### src/hw/rtl/nmfd_pkg.sv
`default_nettype none
package nmfd_pkg;

  localparam int unsigned DATA_W     = 16;
  localparam int unsigned COEF_W     = 18;
  localparam int unsigned CIDX_W     = 7;
  localparam int unsigned CFG_IDX_W  = 1;
  localparam int unsigned CFG_DATA_W = 32;
  localparam int unsigned DECIM_W    = 11;
  localparam int unsigned CNT_W      = 10;
  localparam logic [DECIM_W-1:0] MAX_DECIM = 11'd1024;

  localparam logic [CFG_IDX_W-1:0] CFG_PHASE_INC = 1'd0;
  localparam logic [CFG_IDX_W-1:0] CFG_DECIM     = 1'd1;

  localparam logic CMD_COEF   = 1'b0;
  localparam logic CMD_SAMPLE = 1'b1;

  localparam longint unsigned HALF_PI_Q30 = 64'd1686629713;

  // one entry of the queue between front and back
  typedef struct packed {
    logic                     is_sample;
    logic                     emit;
    logic                     clip;
    logic signed [DATA_W-1:0] re;
    logic signed [DATA_W-1:0] im;
    logic [CIDX_W-1:0]        coef_index;
    logic signed [COEF_W-1:0] coef_value;
  } q_entry_t;

endpackage
`default_nettype wire

### src/hw/rtl/nmfd_queue.sv
`default_nettype none
module nmfd_queue import nmfd_pkg::*; (
  input  wire logic     clk_i,
  input  wire logic     rst_ni,
  input  wire logic     push_i,
  input  wire q_entry_t push_entry_i,
  output logic          full_o,
  input  wire logic     pop_i,
  output q_entry_t      pop_entry_o,
  output logic          valid_o
);

  q_entry_t   mem_q [2];
  logic       wp_q, rp_q;
  logic [1:0] cnt_q;

  assign full_o      = (cnt_q == 2'd2);
  assign valid_o     = (cnt_q != 2'd0);
  assign pop_entry_o = mem_q[rp_q];

  always_ff @(posedge clk_i or negedge rst_ni) begin
    if (!rst_ni) begin
      wp_q  <= 1'b0;
      rp_q  <= 1'b0;
      cnt_q <= 2'd0;
    end else begin
      if (push_i) wp_q <= ~wp_q;
      if (pop_i)  rp_q <= ~rp_q;
      if (push_i && !pop_i) begin
        cnt_q <= cnt_q + 2'd1;
      end else if (pop_i && !push_i) begin
        cnt_q <= cnt_q - 2'd1;
      end
    end
  end

  always_ff @(posedge clk_i) begin
    if (push_i) mem_q[wp_q] <= push_entry_i;
  end

endmodule
`default_nettype wire

### config.mk
export PLATFORM = sky130hd
export DESIGN_NAME = nmfd_queue
export DESIGN_NICKNAME = d
export VERILOG_FILES = /design/src/hw/rtl/nmfd_pkg.sv /design/src/hw/rtl/nmfd_queue.sv
export SDC_FILE = /design/constraint.sdc
export NUM_CORES = 1
export LEC_CHECK = 0
export BUFFER_PORTS_ARGS = -buffer_cell sky130_fd_sc_hd__clkbuf_2
export CAP_MARGIN = 10
export CORE_MARGIN = 3
export CORE_UTILIZATION = 56
export DETAILED_ROUTE_END_ITERATION = 6
export GPL_TIMING_DRIVEN = 0
export PLACE_DENSITY = 0.84
export REMOVE_ABC_BUFFERS = 1
export SLEW_MARGIN = 20
export SYNTH_ARGS = -nofsm -noshare
export SYNTH_HDL_FRONTEND = slang
export SYNTH_SLANG_ARGS = --single-unit
### constraint.sdc
create_clock -name clk_i -period 8.6 [get_ports clk_i]
set_input_delay 1.72 -clock clk_i [delete_from_list [all_inputs] [get_ports clk_i]]
set_output_delay 1.72 -clock clk_i [all_outputs]
set_load 0.02 [all_outputs]
# [Word level (Yosys, flattened, before mapping)]
# Memories as Yosys holds them, arrays and structs flattened.
# Index checks and enable logic that the tools add are counted.
[totals] register_bits=4 ram_bits=120 in_bits=64 output_inout_bits=62 wordCells=19 memories=1
[memory_table] name="mem_q" depth=2 word_bits=60 read_ports=1 rd_clocked_by_memory_dff=0 wr=1 line_no="nmfd_queue.sv:13" text="q_entry_t mem_q [2];"
[classes] addsub=2 n_eq_ne=1 n_mux=4 bitwise_logic=2 reduce_logical=6
[ops] op="2-bit two-way mux" n=2
[ops] op="2-bit nonzero test" n=2
[ops] op="2-bit by 1-bit adder with 2-bit output (second input constant)" n=1
[ops] op="2-bit equality test (second input constant)" n=1
[ops] op="1-bit logical AND" n=2
[ops] op="1-bit zero test" n=2
[ops] op="1-bit two-way mux" n=2
[ops] op="1-bit NOT" n=2
[ops] op="2-bit by 1-bit subtractor with 2-bit output (second input constant)" n=1

# [Longest topological paths before layout]
# Gate-level depths: netlist of run 1.
[logic_depth] word_depth=4 ltp_mapped=5 depth_no_buf=5

# [Worst setup path before layout of run 1]
# Ideal clock, no wire load.
[synth_path] path_type="input to register" startpoint="input port push_i" endpoint="memory mem_q[0][0] (netlist bit) (enable)" t_arrival_ns=4.364 path_slack_ns=3.751 stages=1 n_path_buf=0 path_cell_list="nor2b_1"
[synth_via] elab_chain_cells=2
[synth_rtl] item="start: declaration" line_no="nmfd_queue.sv:5" text="input wire logic push_i,"
[synth_rtl] item="1-bit two-way mux" line_no="nmfd_queue.sv:38" text="if (push_i) mem_q[wp_q] <= push_entry_i;"
[synth_rtl] item="1-bit two-way mux (implied by the code)" line_no="nmfd_queue.sv:38"
[synth_rtl] item="end: declaration" line_no="nmfd_queue.sv:13"
# No other way between the ends.

==> impl_metrics.ini, run 1 <==
[finish]
final_util = 0.732
final_nets = 409
design_area_mm2 = 0.00608
drive_above_1_share = 0.621
diodes = 0
syn_to_final_growth_pct = 26.1

[critical_path]
crit_required_ps = 6880
endpoint_kind = primary output
path_class = register to primary output
crit_start = rp_q
startpoint_type = register
slowest_stage = dfrtp_4
worstPathMaxFanout = 37
rrSetupSlack_ps = 6960
crit_chain = buf_16, mux2_4, clkbuf_2
path_buf_inv = 2
critPathArrivalTime_ps = 2090
slowest_delay_ps = 750
rr_startpoint = wp_q
crit_family = flip-flops

[logic_synthesis]
synth_top_area_frac = 0.747
synth-seq-cells = 124
ys_warn_count = 0
avgSynthCellArea_um2 = 23.7
yosys.area_share.simple = 0.00597
synthMuxAreaShare = 0.186
syn_area_mm2 = 0.00482
synth_top_family_by_area = multiplexers
ys_seq_area_frac = 0.768
yosys.area_share.adder = 0.00260
synth_compound_area_frac = 0
synthTopCellsByArea = edfxtp_1, mux2_4, buf_12
synthCells = 203
synth_top_area_cell = edfxtp_1
synth.distinct_cells = 14
synth_xor_xnor_area_share = 0.00908

[grt]
grt_max_degree = 38
first_global_vias = 2506
grt_pass1_wl_mm = 12.3
antenna_found_initial = 0
track_usage = 0.169
overflow = 0

[power_and_ir_drop]
power.switching_uw = 667
combinationalPowerShare = 0.318
vdd_drop_max_mv = 0.285
power_leakage_nw = 2.52
p_int_mw = 1.51
clock_power_share = 0.281
power.density_mw_per_mm2 = 358
swShare = 0.306
power_frac_seq = 0.401

[sta]
setup_viol = 0
worstMarginPinSlew_ps = 742
post-route-period-util = 0.443
final_max_slew_viol_count = 0
maxSlewHeadroom = 0.505
fin_tns_setup_ps = 0
grt_setup_unrepaired = no
hold_viol_final = 0
max_freq_ghz = 0.262
skew_ps = 7.96
finalCriticalPeriod_ps = 3810

[floorplanning]
die_x_um = 98.8
row_count = 33
die-area_mm2 = 0.00976
io_pins = 126
start_util = 0.581
core_mm2 = 0.00830
die_h_um = 98.8

[clock_network]
h-tree-depth = 4
root_buffer = clkbuf_8
cts_setup_buffers = 0
ctsLongestPathBuffers = 2
clkSlewWorstSetupHoldPaths_ps = 60
cts_tree = done
clkLatencyLatePin_ps = 500
cts_resized = 0
cts_hold_buf = 0
cts_sinks = 124
cts_buffers = 17

[route]
drtAntennaViolNets = 0
drc_errors = 0
dr_total_vias = 2316
wl_mm = 7.82
avgRoutedWirePerCell_um = 17.0
drt-initial-drc-count = 81
drt-pass1-iter-count = 4
routed_via_density = 5.02

[status]
status = completed

[placement]
dpl.hpwl_mm = 5.32
port_buffers = 125
gp_congestion = 0.686
dpl_cell_area_mm2 = 0.00556

[worst_hold_path]
holdCritStartpoint = cnt_q[1]
hp-class = register to register

[flow_run]
max_cap_violations = 0
-- logic make-up after synthesis --
kind of cell             count (synthesis)
XOR/XNOR                                 5
adder cells (fa/ha/maj)                  1
buffers and inverters                    8
flip-flops                             124
multiplexers                            60
AND/OR/NAND/NOR                          5
-- synth_stat cells --
cell and n:
edfxtp_1 120, mux2_4 59, buf_12 6, dfrtp_1 4, xor2_1 4, nor2b_1 2
and2_1 1, buf_6 1, ha_1 1, inv_1 1, mux2_2 1, nor2_1 1
or2_2 1, xnor2_1 1
-- metal layers --
metal / track usage / part of all wire / wire (um)
met1: 0.192 / 0.37 / 2910
met5: 0 / 0 / 0
met2: 0.289 / 0.55 / 4290
met4: 0.0704 / 0.010 / 80
met3: 0.0594 / 0.069 / 538
-- per-stage QoR --
stage          power [mW]  instances  worst slack, ps  hold WS, ps
2_1_floorplan        1.39        196             3750          447
3_3_place_gp         1.60        426             2140          465
3_5_place_dp         1.59        430             5300          501
4_1_cts              2.20        461             4760          521
5_1_grt              2.27        461             4700          534
6_report             2.18        461             4790          510
-- cell usage in the layout, fill, tap and decap left out --
cell type and instances:
nor2b_1 1, clkinv_1 2, xor2_1 4, buf_12 2, clkinv_2 4, nor2_1 1, ha_1 1, xnor2_1 1
dfrtp_4 1, mux2_4 59, edfxtp_1 120, clkinv_4 1, clkinvlp_4 5, and2_4 1, clkbuf_1 1, mux2_2 1
clkbuf_8 1, nor2b_4 1, inv_1 1, or2_2 1, clkbuf_2 125, clkbuf_16 16, buf_16 2, bufinv_16 1
dfrtp_1 3
-- path summary, 6_finish.rpt --
check,to,cells past startpoint
max in group asynchronous,rp_q,1
hold reg to reg,cnt_q[1],1
setup reg to reg,mem_q[0][20],2
hold / removal,cnt_q[1],1
min in group asynchronous,rp_q,1
setup / recovery,pop_entry_o[2],3
-- state kept, by name, summed over array words and instances (netlist names) --
register,flops
mem_q,120
rp_q,1
cnt_q,2
wp_q,1
-- layout make-up --
type	instances	area, um2
Multi-Input combinational cell	71	992
Sequential cell	124	3710
Clock buffer	18	418
Clock inverter	13	104
Fill cell	516	2220
Inverter	1	3.75
Timing Repair Buffer	129	721
Tap cell	105	131
-- worst register-to-register path: cells and delay by family (launching register included) --
| kind | cells | cell delay (ps) |
|---|---|---|
| flops | 1 | 430 |
| simple gates | 1 | 620 |
| buf+inv | 1 | 280 |
-- power by group through the flow --
| stage | sequential [mW] | combinational, mW | clock (mW) |
|---|---|---|---|
| after floorplan | 0.906 | 0.488 | 0 |
| after global placement | 0.934 | 0.669 | 0 |
| after detailed placement | 0.887 | 0.704 | 0 |
| after CTS | 0.876 | 0.705 | 0.622 |
| after global routing | 0.887 | 0.732 | 0.653 |
| final | 0.873 | 0.693 | 0.611 |
Note: power is estimated with default switching activity, not from simulation.
==> run 2: changes to the inputs <==
- CORE_UTILIZATION: 56 -> 47
- PLACE_DENSITY: 0.84 -> 0.75
- clock period: 8.6 -> 3.3 ns (I/O delays scaled with it)
==> impl_metrics.ini, run 2 (synthesis results as in run 1) <==
[status]
status = completed

[route]
drtAntennaViolNets = 0
dr_total_vias = 2298
drt-initial-drc-count = 71
routed_via_density = 4.68
drc_errors = 0
drt-pass1-iter-count = 4
avgRoutedWirePerCell_um = 15.7
wl_mm = 7.69

[power_and_ir_drop]
power_leakage_nw = 2.53
vdd_drop_max_mv = 0.663
total_power_mw = 5.75
clock_power_share = 0.290
power.switching_mw = 1.73
power_frac_seq = 0.396
p_int_mw = 4.01
combinationalPowerShare = 0.314
power.density_mw_per_mm2 = 935
swShare = 0.302

[critical_path]
startpoint_type = register
critPathArrivalTime_ps = 2160
endpoint_kind = primary output
worstPathMaxFanout = 36
path_class = register to primary output
reg2reg_depth = 2
crit_required_ps = 2640

[finish]
largest_reg_flops = 120
diodes = 0
final_util = 0.623
top_register = mem_q
largest_registers = mem_q (120), cnt_q (2)
design_area_mm2 = 0.00615
syn_to_final_growth_pct = 27.5
final_nets = 410
layout.cells.non_filler = 491
layout_common_cells = clkbuf_2, edfxtp_1, mux2_4, clkbuf_16
drive_above_1_share = 0.615
final_common_cell = clkbuf_2

[clock_network]
ctsLongestPathBuffers = 2
root_buffer = clkbuf_8
cts_buffers = 17
cts_setup_buffers = 0
cts_tree = done
h-tree-depth = 4
clkLatencyLatePin_ps = 490
clkSlewWorstSetupHoldPaths_ps = 50
cts_sinks = 124
cts_resized = 0

[sta]
skew_ps = 4.56
final_max_slew_viol_count = 0
finalWorstSetupSlack_ps = 483
max_freq_ghz = 0.355
post-route-period-util = 0.854
finalCriticalPeriod_ps = 2820
grt_setup_unrepaired = no
fin_tns_setup_ps = 0
fin_hold_ws_ps = 351
maxSlewHeadroom = 0.547
hold_viol_final = 0
setup_viol = 0
worstMarginPinSlew_ps = 678

[grt]
grt_pass1_wl_mm = 12.2
first_global_vias = 2520
overflow = 0
track_usage = 0.142
grt_max_degree = 37
antenna_found_initial = 0

[worst_hold_path]
min_path_cells = 1
hp-class = input pin to register

[floorplanning]
die_x_um = 107
die_h_um = 107
core_mm2 = 0.00986
row_count = 36
io_pins = 126
start_util = 0.489
die-area_mm2 = 0.0115

[placement]
dpl_cell_area_mm2 = 0.00559
pre_cts_ws_ps = 988
port_buffers = 125
dpl.hpwl_mm = 5.07
placedCellCount = 458
gp_congestion = 0.689

[flow_run]
max_cap_violations = 0
## run 2: layer usage
metal | track usage | up-vias | wire length [um]
li1 | - | 1087 | -
met1 | 0.166 | 1117 | 3040
met2 | 0.236 | 86 | 4000
met3 | 0.0582 | 8 | 581
met4 | 0.0521 | 0 | 65
met5 | 0 | - | 0
## run 2: area by class of cell
cell class | instances | area, um2
well taps | 133 | 166
clock inverters | 14 | 129
flip-flops and latches | 124 | 3710
clock buffers | 18 | 418
multi-input cells | 71 | 992
fillers | 705 | 3720
repair buffers | 130 | 731
inverters | 1 | 3.75
## run 2: final timing paths
check / startpoint / to / slack (ps)
max: rp_q / pop_entry_o[52] / 480
min: push_entry_i[20] / mem_q[0][20] / 350
max reg2reg: wp_q / mem_q[0][1] / 1720
min reg2reg: cnt_q[1] / cnt_q[1] / 490
max in group asynchronous: rst_ni / rp_q / 2630
min in group asynchronous: rst_ni / cnt_q[1] / 520
## run 2: worst max-delay path: stages, from the launching register on
cell      delay, ps
dfrtp_4         770
buf_16          310
mux2_2          380
clkbuf_2        160
## run 2: power groups by stage
stage               sequential (mW)  combinational (mW)  clock (mW)
floorplan                      2.36                1.27           0
detailed placement             2.31                1.84           0
CTS                            2.28                1.84        1.71
global placement               2.44                1.76           0
global route                   2.31                1.92        1.79
finish                         2.27                1.81        1.67
## run 2: repair_timing
action,in CTS,in global routing
endpoints found under the hold margin,4,0
hold buffers,1,0
setup endpoints to repair,0,0
